## src/hdl/hsv_pkg.sv

```systemverilog
package hsv_pkg;

   localparam int CHANNEL_FRAC_BITS = 8;

   localparam int HUE_WIDTH      = 15;
   localparam int HUE_FRAC_BITS  = 6;
   localparam int DEG_PER_SECTOR = 60;
   localparam int SECTOR_UNITS   = DEG_PER_SECTOR << HUE_FRAC_BITS;
   localparam int SECTOR_COUNT   = 6;
   localparam int HUE_MAX        = SECTOR_UNITS * SECTOR_COUNT;
   localparam int WEIGHT_WIDTH   = 12;

   // One sector span is 15 << 8, so a division by it is a shift and a divide by 15.
   localparam int SECTOR_SHIFT   = 8;
   localparam int SECTOR_DIVISOR = SECTOR_UNITS >> SECTOR_SHIFT;

   typedef logic [2:0] sector_type;

   localparam sector_type SEC_RED_YELLOW    = 3'd0;
   localparam sector_type SEC_YELLOW_GREEN  = 3'd1;
   localparam sector_type SEC_GREEN_CYAN    = 3'd2;
   localparam sector_type SEC_CYAN_BLUE     = 3'd3;
   localparam sector_type SEC_BLUE_MAGENTA  = 3'd4;
   localparam sector_type SEC_MAGENTA_RED   = 3'd5;

   typedef struct packed {
      logic       valid;
      sector_type sector;
   } hsv_ctl_type;

endpackage

```

## src/hdl/hsv_to_rgb_converter_unit.sv

```systemverilog
// HSV to RGB pixel converter.
// Input: drive req_hue_deg (1/64 degree, 0 to 360 degrees), req_sat_level and
// req_val_level (Q1.FRAC_BITS, one is 1.0) and raise start for one cycle per
// pixel. A beat is taken at every clock edge where start is high and busy is
// low; busy is never raised, so one pixel can enter on every clock.
// Output: rsp_strobe is high for exactly one cycle per pixel, with
// rsp_red_out, rsp_green_out and rsp_blue_out valid in that same cycle. The
// result passes through every register stage listed below, and results come
// out in input order. Throughput is one pixel per clock.
// The pipeline has five register stages: sector split and clamps, chroma
// multiply, chroma-times-weight multiply, reciprocal multiply for the divide
// by 15, and a correction, channel routing and saturation stage.
// The receiver has no way to stall the pipeline, so it must take each result
// in the cycle that rsp_strobe marks it.
// Reset clears every valid bit; beats in flight at reset are dropped and no
// strobe appears until new beats have gone through.
module hsv_to_rgb_converter_unit #(
   parameter int FRAC_BITS = hsv_pkg::CHANNEL_FRAC_BITS
) (
   input  logic                             clock,
   input  logic                             reset,
   input  logic                             start,
   output logic                             busy,
   input  logic [hsv_pkg::HUE_WIDTH-1:0]    req_hue_deg,
   input  logic [FRAC_BITS:0]               req_sat_level,
   input  logic [FRAC_BITS:0]               req_val_level,
   output logic                             rsp_strobe,
   output logic [FRAC_BITS:0]               rsp_red_out,
   output logic [FRAC_BITS:0]               rsp_green_out,
   output logic [FRAC_BITS:0]               rsp_blue_out
);

   localparam int LW      = FRAC_BITS + 1;
   localparam int QW      = LW + hsv_pkg::WEIGHT_WIDTH - hsv_pkg::SECTOR_SHIFT;
   localparam int LATENCY = 5;
   localparam logic [LW-1:0] LEVEL_ONE = {1'b1, {FRAC_BITS{1'b0}}};

   hsv_pkg::hsv_ctl_type                 sec_ctl;
   logic [hsv_pkg::WEIGHT_WIDTH-1:0]     sec_weight;
   logic [LW-1:0]                        sec_sat;
   logic [LW-1:0]                        sec_val;

   hsv_pkg::hsv_ctl_type                 prod_ctl;
   logic [QW-1:0]                        prod_quot;
   logic [LW-1:0]                        prod_chroma;
   logic [LW-1:0]                        prod_base;

   hsv_pkg::hsv_ctl_type                 scale_ctl;
   logic [QW-1:0]                        scale_quot;
   logic [QW-1:0]                        scale_est;
   logic [LW-1:0]                        scale_chroma;
   logic [LW-1:0]                        scale_base;

   assign busy = 1'b0;

   hsv_sector_stage #(
      .FRAC_BITS(FRAC_BITS)
   ) u_sector (
      .clock      (clock),
      .reset      (reset),
      .beat_valid (start & ~busy),
      .hue        (req_hue_deg),
      .sat        (req_sat_level),
      .val        (req_val_level),
      .ctl_ff     (sec_ctl),
      .weight_ff  (sec_weight),
      .sat_ff     (sec_sat),
      .val_ff     (sec_val)
   );

   hsv_product_stage #(
      .FRAC_BITS(FRAC_BITS)
   ) u_product (
      .clock     (clock),
      .reset     (reset),
      .ctl       (sec_ctl),
      .weight    (sec_weight),
      .sat       (sec_sat),
      .val       (sec_val),
      .ctl_ff    (prod_ctl),
      .quot_ff   (prod_quot),
      .chroma_ff (prod_chroma),
      .base_ff   (prod_base)
   );

   hsv_scale_stage #(
      .FRAC_BITS(FRAC_BITS)
   ) u_scale (
      .clock     (clock),
      .reset     (reset),
      .ctl       (prod_ctl),
      .quot      (prod_quot),
      .chroma    (prod_chroma),
      .base      (prod_base),
      .ctl_ff    (scale_ctl),
      .quot_ff   (scale_quot),
      .est_ff    (scale_est),
      .chroma_ff (scale_chroma),
      .base_ff   (scale_base)
   );

   hsv_mix_stage #(
      .FRAC_BITS(FRAC_BITS)
   ) u_mix (
      .clock     (clock),
      .reset     (reset),
      .ctl       (scale_ctl),
      .quot      (scale_quot),
      .est       (scale_est),
      .chroma    (scale_chroma),
      .base      (scale_base),
      .strobe_ff (rsp_strobe),
      .red_ff    (rsp_red_out),
      .green_ff  (rsp_green_out),
      .blue_ff   (rsp_blue_out)
   );

`ifndef ASSERT_OFF
   // Every beat taken comes out as exactly one result after the fixed latency.
   a_beat_to_result: assert property (@(posedge clock) disable iff (reset)
      (start && !busy) |-> ##LATENCY rsp_strobe)
      else $error("accepted beat produced no result");

   a_result_has_beat: assert property (@(posedge clock) disable iff (reset)
      rsp_strobe |-> $past(start && !busy, LATENCY))
      else $error("result without an accepted beat");

   a_channels_in_range: assert property (@(posedge clock) disable iff (reset)
      rsp_strobe |-> (rsp_red_out <= LEVEL_ONE && rsp_green_out <= LEVEL_ONE
                      && rsp_blue_out <= LEVEL_ONE))
      else $error("channel above full scale");

   // The strongest channel always carries chroma plus the base, which is the value.
   a_peak_is_value: assert property (@(posedge clock) disable iff (reset)
      rsp_strobe |->
         (rsp_red_out == (($past(req_val_level, LATENCY) > LEVEL_ONE) ? LEVEL_ONE
                          : $past(req_val_level, LATENCY))
          || rsp_green_out == (($past(req_val_level, LATENCY) > LEVEL_ONE) ? LEVEL_ONE
                               : $past(req_val_level, LATENCY))
          || rsp_blue_out == (($past(req_val_level, LATENCY) > LEVEL_ONE) ? LEVEL_ONE
                              : $past(req_val_level, LATENCY))))
      else $error("no channel equals the pixel value");
`endif

endmodule

```

## src/hdl/hsv_sector_stage.sv

```systemverilog
module hsv_sector_stage #(
   parameter int FRAC_BITS = hsv_pkg::CHANNEL_FRAC_BITS
) (
   input  logic                                  clock,
   input  logic                                  reset,
   input  logic                                  beat_valid,
   input  logic [hsv_pkg::HUE_WIDTH-1:0]         hue,
   input  logic [FRAC_BITS:0]                    sat,
   input  logic [FRAC_BITS:0]                    val,
   output hsv_pkg::hsv_ctl_type                  ctl_ff,
   output logic [hsv_pkg::WEIGHT_WIDTH-1:0]      weight_ff,
   output logic [FRAC_BITS:0]                    sat_ff,
   output logic [FRAC_BITS:0]                    val_ff
);

   localparam int HW = hsv_pkg::HUE_WIDTH;
   localparam int WW = hsv_pkg::WEIGHT_WIDTH;
   localparam int SU = hsv_pkg::SECTOR_UNITS;
   localparam logic [FRAC_BITS:0] LEVEL_ONE = {1'b1, {FRAC_BITS{1'b0}}};

   hsv_pkg::hsv_ctl_type     ctl_in;
   logic [WW-1:0]            weight_in;
   logic [FRAC_BITS:0]       sat_in;
   logic [FRAC_BITS:0]       val_in;
   logic [HW-1:0]            hue_clamped;
   logic [HW-1:0]            sector_start;
   logic [WW-1:0]            pos;

   always_comb begin
      hue_clamped = (hue > HW'(hsv_pkg::HUE_MAX)) ? HW'(hsv_pkg::HUE_MAX) : hue;
      // The higher sector wins on an edge; a full 360 degrees lands at the far
      // edge of the last sector.
      if (hue_clamped >= HW'(5 * SU)) begin
         ctl_in.sector = hsv_pkg::SEC_MAGENTA_RED;
         sector_start  = HW'(5 * SU);
      end else if (hue_clamped >= HW'(4 * SU)) begin
         ctl_in.sector = hsv_pkg::SEC_BLUE_MAGENTA;
         sector_start  = HW'(4 * SU);
      end else if (hue_clamped >= HW'(3 * SU)) begin
         ctl_in.sector = hsv_pkg::SEC_CYAN_BLUE;
         sector_start  = HW'(3 * SU);
      end else if (hue_clamped >= HW'(2 * SU)) begin
         ctl_in.sector = hsv_pkg::SEC_GREEN_CYAN;
         sector_start  = HW'(2 * SU);
      end else if (hue_clamped >= HW'(SU)) begin
         ctl_in.sector = hsv_pkg::SEC_YELLOW_GREEN;
         sector_start  = HW'(SU);
      end else begin
         ctl_in.sector = hsv_pkg::SEC_RED_YELLOW;
         sector_start  = '0;
      end
      ctl_in.valid = beat_valid;
      pos          = WW'(hue_clamped - sector_start);
      weight_in    = ctl_in.sector[0] ? (WW'(SU) - pos) : pos;
      sat_in       = (sat > LEVEL_ONE) ? LEVEL_ONE : sat;
      val_in       = (val > LEVEL_ONE) ? LEVEL_ONE : val;
   end

   always_ff @(posedge clock) begin
      if (reset) begin
         ctl_ff.valid <= 1'b0;
      end else begin
         ctl_ff.valid <= ctl_in.valid;
      end
      ctl_ff.sector <= ctl_in.sector;
      weight_ff     <= weight_in;
      sat_ff        <= sat_in;
      val_ff        <= val_in;
   end

endmodule

```

## src/hdl/hsv_product_stage.sv

```systemverilog
module hsv_product_stage #(
   parameter int FRAC_BITS = hsv_pkg::CHANNEL_FRAC_BITS
) (
   input  logic                                    clock,
   input  logic                                    reset,
   input  hsv_pkg::hsv_ctl_type                    ctl,
   input  logic [hsv_pkg::WEIGHT_WIDTH-1:0]        weight,
   input  logic [FRAC_BITS:0]                      sat,
   input  logic [FRAC_BITS:0]                      val,
   output hsv_pkg::hsv_ctl_type                    ctl_ff,
   output logic [FRAC_BITS+hsv_pkg::WEIGHT_WIDTH-hsv_pkg::SECTOR_SHIFT:0] quot_ff,
   output logic [FRAC_BITS:0]                      chroma_ff,
   output logic [FRAC_BITS:0]                      base_ff
);

   localparam int LW = FRAC_BITS + 1;
   localparam int WW = hsv_pkg::WEIGHT_WIDTH;
   localparam int PW = LW + WW;
   localparam int QW = PW - hsv_pkg::SECTOR_SHIFT;

   // First register stage: chroma.
   hsv_pkg::hsv_ctl_type  mid_ctl_ff;
   logic [LW-1:0]         mid_chroma_ff;
   logic [LW-1:0]         mid_chroma_in;
   logic [LW-1:0]         mid_val_ff;
   logic [WW-1:0]         mid_weight_ff;
   logic [2*LW-1:0]       chroma_product;

   // Second register stage: chroma times weight, low byte dropped.
   logic [PW-1:0]         second_product;
   logic [QW-1:0]         quot_in;
   logic [LW-1:0]         base_in;

   always_comb begin
      chroma_product = val * sat;
      mid_chroma_in  = chroma_product[FRAC_BITS +: LW];
      second_product = mid_chroma_ff * mid_weight_ff;
      quot_in        = second_product[PW-1:hsv_pkg::SECTOR_SHIFT];
      base_in        = mid_val_ff - mid_chroma_ff;
   end

   always_ff @(posedge clock) begin
      if (reset) begin
         mid_ctl_ff.valid <= 1'b0;
         ctl_ff.valid     <= 1'b0;
      end else begin
         mid_ctl_ff.valid <= ctl.valid;
         ctl_ff.valid     <= mid_ctl_ff.valid;
      end
      mid_ctl_ff.sector <= ctl.sector;
      mid_chroma_ff     <= mid_chroma_in;
      mid_val_ff        <= val;
      mid_weight_ff     <= weight;
      ctl_ff.sector     <= mid_ctl_ff.sector;
      quot_ff           <= quot_in;
      chroma_ff         <= mid_chroma_ff;
      base_ff           <= base_in;
   end

endmodule

```

## src/hdl/hsv_scale_stage.sv

```systemverilog
module hsv_scale_stage #(
   parameter int FRAC_BITS = hsv_pkg::CHANNEL_FRAC_BITS
) (
   input  logic                   clock,
   input  logic                   reset,
   input  hsv_pkg::hsv_ctl_type   ctl,
   input  logic [FRAC_BITS+hsv_pkg::WEIGHT_WIDTH-hsv_pkg::SECTOR_SHIFT:0] quot,
   input  logic [FRAC_BITS:0]     chroma,
   input  logic [FRAC_BITS:0]     base,
   output hsv_pkg::hsv_ctl_type   ctl_ff,
   output logic [FRAC_BITS+hsv_pkg::WEIGHT_WIDTH-hsv_pkg::SECTOR_SHIFT:0] quot_ff,
   output logic [FRAC_BITS+hsv_pkg::WEIGHT_WIDTH-hsv_pkg::SECTOR_SHIFT:0] est_ff,
   output logic [FRAC_BITS:0]     chroma_ff,
   output logic [FRAC_BITS:0]     base_ff
);

   localparam int QW = FRAC_BITS + 1 + hsv_pkg::WEIGHT_WIDTH - hsv_pkg::SECTOR_SHIFT;
   // With a reciprocal of QW fraction bits the estimate is exact or one low.
   localparam longint RECIP_VALUE = (longint'(1) << QW) / hsv_pkg::SECTOR_DIVISOR;
   localparam logic [QW-1:0] RECIP = QW'(RECIP_VALUE);

   logic [2*QW-1:0] recip_product;
   logic [QW-1:0]   est_in;

   always_comb begin
      recip_product = quot * RECIP;
      est_in        = recip_product[2*QW-1:QW];
   end

   always_ff @(posedge clock) begin
      if (reset) begin
         ctl_ff.valid <= 1'b0;
      end else begin
         ctl_ff.valid <= ctl.valid;
      end
      ctl_ff.sector <= ctl.sector;
      quot_ff       <= quot;
      est_ff        <= est_in;
      chroma_ff     <= chroma;
      base_ff       <= base;
   end

endmodule

```

## src/hdl/hsv_mix_stage.sv

```systemverilog
module hsv_mix_stage #(
   parameter int FRAC_BITS = hsv_pkg::CHANNEL_FRAC_BITS
) (
   input  logic                   clock,
   input  logic                   reset,
   input  hsv_pkg::hsv_ctl_type   ctl,
   input  logic [FRAC_BITS+hsv_pkg::WEIGHT_WIDTH-hsv_pkg::SECTOR_SHIFT:0] quot,
   input  logic [FRAC_BITS+hsv_pkg::WEIGHT_WIDTH-hsv_pkg::SECTOR_SHIFT:0] est,
   input  logic [FRAC_BITS:0]     chroma,
   input  logic [FRAC_BITS:0]     base,
   output logic                   strobe_ff,
   output logic [FRAC_BITS:0]     red_ff,
   output logic [FRAC_BITS:0]     green_ff,
   output logic [FRAC_BITS:0]     blue_ff
);

   localparam int LW = FRAC_BITS + 1;
   localparam int QW = LW + hsv_pkg::WEIGHT_WIDTH - hsv_pkg::SECTOR_SHIFT;
   localparam logic [LW-1:0] LEVEL_ONE = {1'b1, {FRAC_BITS{1'b0}}};

   logic [QW-1:0] remainder;
   logic [QW-1:0] second_full;
   logic [LW-1:0] second;
   logic [LW-1:0] red_term;
   logic [LW-1:0] green_term;
   logic [LW-1:0] blue_term;
   logic [LW:0]   red_sum;
   logic [LW:0]   green_sum;
   logic [LW:0]   blue_sum;
   logic [LW-1:0] red_in;
   logic [LW-1:0] green_in;
   logic [LW-1:0] blue_in;

   always_comb begin
      remainder   = quot - QW'(est * hsv_pkg::SECTOR_DIVISOR);
      second_full = (remainder >= QW'(hsv_pkg::SECTOR_DIVISOR)) ? (est + 1'b1) : est;
      second      = second_full[LW-1:0];

      red_term   = '0;
      green_term = '0;
      blue_term  = '0;
      unique case (ctl.sector)
         hsv_pkg::SEC_RED_YELLOW: begin
            red_term   = chroma;
            green_term = second;
         end
         hsv_pkg::SEC_YELLOW_GREEN: begin
            red_term   = second;
            green_term = chroma;
         end
         hsv_pkg::SEC_GREEN_CYAN: begin
            green_term = chroma;
            blue_term  = second;
         end
         hsv_pkg::SEC_CYAN_BLUE: begin
            green_term = second;
            blue_term  = chroma;
         end
         hsv_pkg::SEC_BLUE_MAGENTA: begin
            red_term  = second;
            blue_term = chroma;
         end
         default: begin
            red_term  = chroma;
            blue_term = second;
         end
      endcase

      red_sum   = {1'b0, red_term} + {1'b0, base};
      green_sum = {1'b0, green_term} + {1'b0, base};
      blue_sum  = {1'b0, blue_term} + {1'b0, base};
      red_in    = (red_sum > {1'b0, LEVEL_ONE}) ? LEVEL_ONE : red_sum[LW-1:0];
      green_in  = (green_sum > {1'b0, LEVEL_ONE}) ? LEVEL_ONE : green_sum[LW-1:0];
      blue_in   = (blue_sum > {1'b0, LEVEL_ONE}) ? LEVEL_ONE : blue_sum[LW-1:0];
   end

   always_ff @(posedge clock) begin
      if (reset) begin
         strobe_ff <= 1'b0;
      end else begin
         strobe_ff <= ctl.valid;
      end
      red_ff   <= red_in;
      green_ff <= green_in;
      blue_ff  <= blue_in;
   end

endmodule
```

## config.mk

```make
export PLATFORM = sky130hd
export DESIGN_NAME = hsv_to_rgb_converter_unit
export DESIGN_NICKNAME = d
export VERILOG_FILES = /design/src/hdl/hsv_pkg.sv /design/src/hdl/hsv_to_rgb_converter_unit.sv /design/src/hdl/hsv_sector_stage.sv /design/src/hdl/hsv_product_stage.sv /design/src/hdl/hsv_scale_stage.sv /design/src/hdl/hsv_mix_stage.sv
export SDC_FILE = /design/constraint.sdc
export NUM_CORES = 1
export LEC_CHECK = 0
export BUFFER_PORTS_ARGS = -buffer_cell sky130_fd_sc_hd__buf_2
export CAP_MARGIN = 20
export CORE_MARGIN = 2
export CORE_UTILIZATION = 64
export CTS_CLUSTER_DIAMETER = 80
export DETAILED_ROUTE_END_ITERATION = 10
export PLACE_DENSITY_LB_ADDON = 0.08
export SETUP_SLACK_MARGIN = 0.1
export SLEW_MARGIN = 20
export SYNTH_ARGS = -nofsm -noshare
export SYNTH_HDL_FRONTEND = slang
export SYNTH_HIERARCHICAL = 1
export SYNTH_SLANG_ARGS = --single-unit
```

## constraint.sdc

```tcl
create_clock -name clock -period 9.3 [get_ports clock]
set_input_delay 0.93 -clock clock [delete_from_list [all_inputs] [get_ports clock]]
set_output_delay 0.93 -clock clock [all_outputs]
set_load 0.02 [all_outputs]
```

======== Word level (Yosys, flattened, before mapping) ========
Index checks and enable logic that the tools add are counted.
storage, ports and cells
  flip-flop bits (word level) ............. 176
  bits of input ports ..................... 36
  output and inout bits ................... 29
  word-level logic and storage cells ...... 78
operators by class
  add/subtract/negate cells ............... 8
  multiply operators ...................... 4
  $lt $le $gt $ge ......................... 12
  eq/ne operators ......................... 4
  mux-type cells .......................... 16
  reduce and logical (&&, ||, !) cells .... 8
operators with widths
  kind                      number
  $mux W12                  6
  $pmux W9 S2               3
  $add A9 B9 Y10            3
  $ge A15 B14 Y1 const B    2
  $gt A10 B9 Y1 const B     3
  $mul A13 B9 Y22 const B   1
  $mul A9 B12 Y21           1
  $gt A9 B9 Y1 const B      2
  $mul A9 B9 Y17            1
  $ge A15 B12 Y1 const B    1
  $ge A15 B13 Y1 const B    1
  $ge A15 B15 Y1 const B    1
  $gt A15 B15 Y1 const B    1
  $mux W15                  1
  $reduce_or A2 Y1          7
  $ge A13 B4 Y1 const B     1
  $mul A10 B4 Y13 const B   1
  $sub A13 B13 Y13          1
  $sub A12 B12 Y12          1
  $sub A12 B12 Y12 const A  1
  $add A9 B1 Y9 const B     1
  $mux W9                   1
  $sub A9 B9 Y9             1
  $eq A3 B2 Y1 const B      2
  other kinds (5)           8

======== Logic depth before layout (Yosys ltp) ========
  depth in word-level cells ............... 11
  gate-level depth with buffers ........... 27
  depth with buffers taken out ............ 27

======== Hierarchy ========
Netlist, hierarchy kept.
modules (own cells, without submodules)
  module                     instances  cells an instance  area each (um^2)  seq. area each (um^2)
  hsv_product_stage          1          773                7319.5            1381.3
  hsv_mix_stage              1          507                4169.0            560.5
  hsv_scale_stage            1          171                2005.7            900.9
  hsv_sector_stage           1          155                1491.4            680.7
  hsv_to_rgb_converter_unit  1          2                  11.3              0.0

======== Worst setup path before layout ========
OpenSTA, ideal clock, no wires.
  path kind ............................... flip-flop to flip-flop
  from .................................... reg u_scale/est_ff[6] (netlist bit)
  to ...................................... reg u_mix.red_ff[0]
  library setup time ...................... 0.149 ns
  arrival time ............................ 6.312 ns
  data required time ...................... 9.151 ns
  setup slack ............................. 2.838 ns
  cell stages (with the launch flop) ...... 26
  buffers on the path ..................... 0
  period minus slack after synthesis ...... 6.462 ns
  path through ............................ dfxtp_1 -> inv_1 -> fa_1 -> inv_1 -> fa_1 -> fa_1 -> inv_1 -> ha_1 -> a211o_1 -> a21oi_1 -> o21ai_0 -> a211o_1 -> or4_4 -> nor2_4 -> xnor2_1 -> o21ai_1 -> ha_1 -> fa_1 -> a21o_1 -> a21oi_1 -> o21bai_1 -> a21oi_1 -> nor2b_1 -> o21ai_0 -> mux2i_1 -> a21boi_0
on the way
  cells in the longest elaborated chain, start to end .. 7
  elaborated cells between the ends (all ways) .. 8
  classes of those cells .................. add/sub (3); mul (1); order compare (2); mux (2)
RTL lines
  element                   line                   text
  start: declaration        hsv_scale_stage.sv:12  output logic [FRAC_BITS+hsv_pkg::WEIGHT_WIDTH-hsv_pkg::SECTOR_SHIFT:0] est_ff,
  start signal: assignment  hsv_scale_stage.sv:38  est_ff <= est_in;
  $mul A10 B4 Y13           hsv_mix_stage.sv:35    remainder = quot - QW'(est * hsv_pkg::SECTOR_DIVISOR);
  $sub A13 B13 Y13          hsv_mix_stage.sv:35
  $ge A13 B4 Y1             hsv_mix_stage.sv:36    second_full = (remainder >= QW'(hsv_pkg::SECTOR_DIVISOR)) ? (est + 1'b1) : est;
  $mux W9 (*)               hsv_mix_stage.sv:36
  $pmux W9 S2 (*)           hsv_mix_stage.sv:42    unique case (ctl.sector)
  $add A9 B9 Y10 (*)        hsv_mix_stage.sv:69    red_sum = {1'b0, red_term} + {1'b0, base};
  $gt A10 B9 Y1             hsv_mix_stage.sv:72    red_in = (red_sum > {1'b0, LEVEL_ONE}) ? LEVEL_ONE : red_sum[LW-1:0];
  end signal: assignment    hsv_mix_stage.sv:83    red_ff <= red_in;
  end: declaration          hsv_mix_stage.sv:12    output logic [FRAC_BITS:0] red_ff,
Every way passes the cells marked *; elsewhere a longest branch is shown, timed or not.
A chain may end at the register's enable or synchronous reset.

======== Final worst setup path ========
  from .................................... reg u_scale/est_ff[5] (netlist bit)
  to ...................................... reg u_mix.red_ff[1]
Same word-level chain as after synthesis.

==> metrics.txt <==
# TYPE chip_impl_metric gauge
chip_impl_info{name="outcome",value="completed"} 1
chip_impl_metric{name="netlist_area",unit="µm²"} 15000
chip_impl_metric{name="cts.htree.levels",unit=""} 4
chip_impl_metric{name="final_layout_size_suffix_gt1_frac",unit=""} 0.0816
chip_impl_metric{name="reg2reg_depth",unit=""} 23
chip_impl_metric{name="fin_skew",unit="ns"} 0.0221
chip_impl_metric{name="grt_pass1_wl",unit="µm"} 51800
chip_impl_metric{name="count_of_tritonroute_iterations_in_the_first_routing_pass",unit=""} 6
chip_impl_metric{name="grt.met1_usage",unit=""} 0.331
chip_impl_info{name="crit_path_cell_trace",value="inv_1 > fa_1 > fa_1 > fa_1 > ha_1 > a211oi_2 > o211ai_1 > a221oi_2 > o22ai_1 > or4_4 > nor2_4 > xnor2_1 > o21ai_1 > ha_1 > fa_1 > a21o_1 > a21oi_1 > o21bai_1 > a21oi_1 > nor2b_1 > o21ai_0 > mux2i_1 > a21boi_0"} 1
chip_impl_metric{name="timing.final.setup_violations",unit=""} 0
chip_impl_info{name="tritoncts",value="done"} 1
chip_impl_metric{name="portBuffers",unit=""} 63
chip_impl_metric{name="via_count",unit=""} 11019
chip_impl_info{name="ys.flop_type",value="dfxtp_1"} 1
chip_impl_metric{name="ctsResizeCount",unit=""} 0
chip_impl_info{name="grt_setup_unrepaired",value="false"} 1
chip_impl_metric{name="dpl_hpwl",unit="µm"} 24600
chip_impl_metric{name="min_path_cells",unit=""} 0
chip_impl_info{name="critPathTopFamily",value="adder cells"} 1
chip_impl_metric{name="initial_drc_count",unit=""} 603
chip_impl_metric{name="critical_path.n_buffers_inverters",unit=""} 1
chip_impl_info{name="criticalPathCategory",value="register to register"} 1
chip_impl_metric{name="chipWidth",unit="µm"} 157
chip_impl_metric{name="detailed_place.area",unit="µm²"} 15500
chip_impl_metric{name="grt_util_met3",unit=""} 0.0330
chip_impl_metric{name="wl",unit="µm"} 30500
chip_impl_metric{name="num-nets-final",unit=""} 2019
chip_impl_metric{name="synth.ff_latch_count",unit=""} 176
chip_impl_metric{name="wl_per_cell",unit="µm"} 15.4
chip_impl_info{name="clockRootBuffer",value="clkbuf_16"} 1
chip_impl_info{name="critPathMostFrequentCell",value="fa_1"} 1
chip_impl_metric{name="fin_tns_setup",unit="ns"} 0
chip_impl_metric{name="finish.cell_count_without_fillers",unit=""} 1985
chip_impl_info{name="layout.cells.most_common_list",value="249 x inv_1, 176 x dfxtp_1, 175 x ha_1"} 1
chip_impl_metric{name="seq_area_frac_synth",unit=""} 0.235
chip_impl_metric{name="cts_num_sinks",unit=""} 176
chip_impl_metric{name="report.final.hold_viol_count",unit=""} 0
chip_impl_info{name="most_frequent_standard_cell_in_the_layout_excluding_fill_and_tap_cells",value="inv_1"} 1
chip_impl_info{name="slowest_stage",value="mux2i_1"} 1
chip_impl_metric{name="flow.area_growth_from_synthesis",unit="%"} 7.72
chip_impl_metric{name="synthesis.yosys.warnings",unit=""} 6
chip_impl_metric{name="clkLatencyLatePin",unit="ns"} 0.44
chip_impl_metric{name="core.rowCount",unit=""} 56
chip_impl_info{name="setup.worst_path.start_class",value="register"} 1
chip_impl_metric{name="global_route.usage.total",unit=""} 0.262
chip_impl_metric{name="timing.slew.headroom",unit=""} 0.455
chip_impl_metric{name="global_route.overflow_total",unit=""} 0
chip_impl_metric{name="floorplan.initialDensity",unit=""} 0.645
chip_impl_metric{name="ctsHoldBuffers",unit=""} 0
chip_impl_metric{name="maxClockFrequency",unit="MHz"} 136
chip_impl_metric{name="max_cap_viols",unit=""} 0
chip_impl_metric{name="avgViaCountPerCell",unit=""} 5.55
chip_impl_metric{name="synth_edf_count",unit=""} 0
chip_impl_metric{name="post_synth_num_cell_types",unit=""} 86
chip_impl_metric{name="syn_avg_cell_area",unit="µm²"} 9.33
chip_impl_metric{name="die_height",unit="µm"} 157
chip_impl_info{name="crit_path_end_kind",value="register"} 1
chip_impl_metric{name="period_minus_slack",unit="ns"} 7.38
chip_impl_metric{name="worst-slew-pin-transition",unit="ns"} 0.795
chip_impl_metric{name="n_antenna_cell",unit=""} 0
chip_impl_metric{name="clkTransAtPathRegs",unit="ns"} 0.08
chip_impl_metric{name="whs",unit="ns"} 0.322
chip_impl_metric{name="design.core.area",unit="µm²"} 23300
chip_impl_info{name="holdCritPathClass",value="register to register"} 1
chip_impl_metric{name="route.antenna.remaining_nets",unit=""} 0
chip_impl_metric{name="ioPinCount",unit=""} 65
chip_impl_metric{name="route.detailed.drc",unit=""} 0
chip_impl_metric{name="post-route-cell-area",unit="µm²"} 16200
chip_impl_metric{name="cp.arrival",unit="ns"} 7.66
chip_impl_metric{name="grt_pass1_vias",unit=""} 11106
chip_impl_metric{name="syn-instance-count",unit=""} 1608
chip_impl_metric{name="worst-path-max-fanout",unit=""} 9
chip_impl_metric{name="cts_buffer_depth",unit=""} 2
chip_impl_metric{name="max_stage_delay",unit="ns"} 0.58
chip_impl_metric{name="async_reset_ff_frac",unit=""} 0
chip_impl_metric{name="critical_path_cell_count",unit=""} 23
chip_impl_metric{name="grt_max_degree",unit=""} 22
chip_impl_metric{name="gr-usage-met2",unit=""} 0.457
chip_impl_info{name="top_usage_layer_grt",value="met2"} 1
chip_impl_metric{name="cts_inserted_buffers",unit=""} 17
chip_impl_metric{name="grt_antenna_before_repair",unit=""} 0
chip_impl_metric{name="final.period_utilization",unit=""} 0.793
chip_impl_metric{name="finalMaxSlewViolations",unit=""} 0
chip_impl_metric{name="cts_setup_buffers",unit=""} 0
chip_impl_metric{name="critical_path_required",unit="ns"} 9.58
chip_impl_metric{name="gp_congestion",unit=""} 0.889
chip_impl_metric{name="placed_cells_incl_taps",unit=""} 1953
chip_impl_metric{name="design.die.area",unit="µm²"} 24700
cells by family after synthesis:
group / share of synthesized area
AND/OR/NAND/NOR: 0.156
adder cells (fa/ha/maj): 0.354
buffers and inverters: 0.0762
AO/OA/AOI/OAI: 0.126
flip-flops: 0.235
XOR/XNOR: 0.0473
multiplexers: 0.00542
other: 0.000501
cell usage after synthesis, drive strengths merged (5+ instances only):
library cell	number	area, µm²
o21bai	8	60.1
o22ai	5	31.3
a21o	22	165
o21ai	56	292
nand2	152	578
ha	175	2190
a31oi	8	65.1
o211ai	14	124
nor2	66	255
buf	15	110
fa	155	3100
nor3	14	70.1
clkbuf	26	97.6
mux2i	7	70.1
and2	106	666
dfxtp	176	3520
or2	6	37.5
nor2b	32	200
o31ai	6	63.8
a21oi	62	333
a211oi	17	143
xor2	30	263
inv	249	935
nand2b	9	56.3
xnor2	51	447
nand3	24	120
nor4	8	65.1
and3	5	31.3
a21boi	10	75.1
o21a	7	52.6
nand4	17	106
sequential cells by signal, indices dropped and copies added (netlist names), 10 cells and up:
signal                   cells
u_product/mid_weight_ff     12
u_sector/weight_ff          12
u_scale/quot_ff             13
u_scale/est_ff              10
u_product/quot_ff           13
path summary, 6_finish.rpt:
path / from / to / slack, ns
max: u_scale/est_ff[5] / u_mix/red_ff[1] / 1.92
min: u_sector/weight_ff[8] / u_product/mid_weight_ff[8] / 0.32
max reg2reg: u_scale/est_ff[5] / u_mix/red_ff[1] / 1.92
min reg2reg: u_sector/weight_ff[8] / u_product/mid_weight_ff[8] / 0.32
metrics by stage:
stage / util / setup WS [ns]
detailed placement: 0.667 / 2.01
floorplan: - / 2.84
finish: 0.694 / 1.92
global route: 0.694 / 1.46
global placement: 0.667 / 2.22
CTS: 0.694 / 1.98
metal layers:
metal,share of wire,routed length (µm),up-vias
met1,0.43,13100,5272
met5,0,0,-
li1,-,-,5361
met2,0.49,15000,314
met4,0.034,1020,0
met3,0.044,1330,72
area by class of cell:
cell class / instances / area, µm²
multi-input cells: 1144 / 10300
clock buffers: 17 / 425
fillers: 1876 / 7110
well taps: 319 / 399
flip-flops and latches: 176 / 3520
repair buffers: 65 / 330
clock inverters: 15 / 203
inverters: 249 / 935
Power is not shown: default switching activity piles up to over one toggle a cycle in this logic, so the estimate is an artifact.
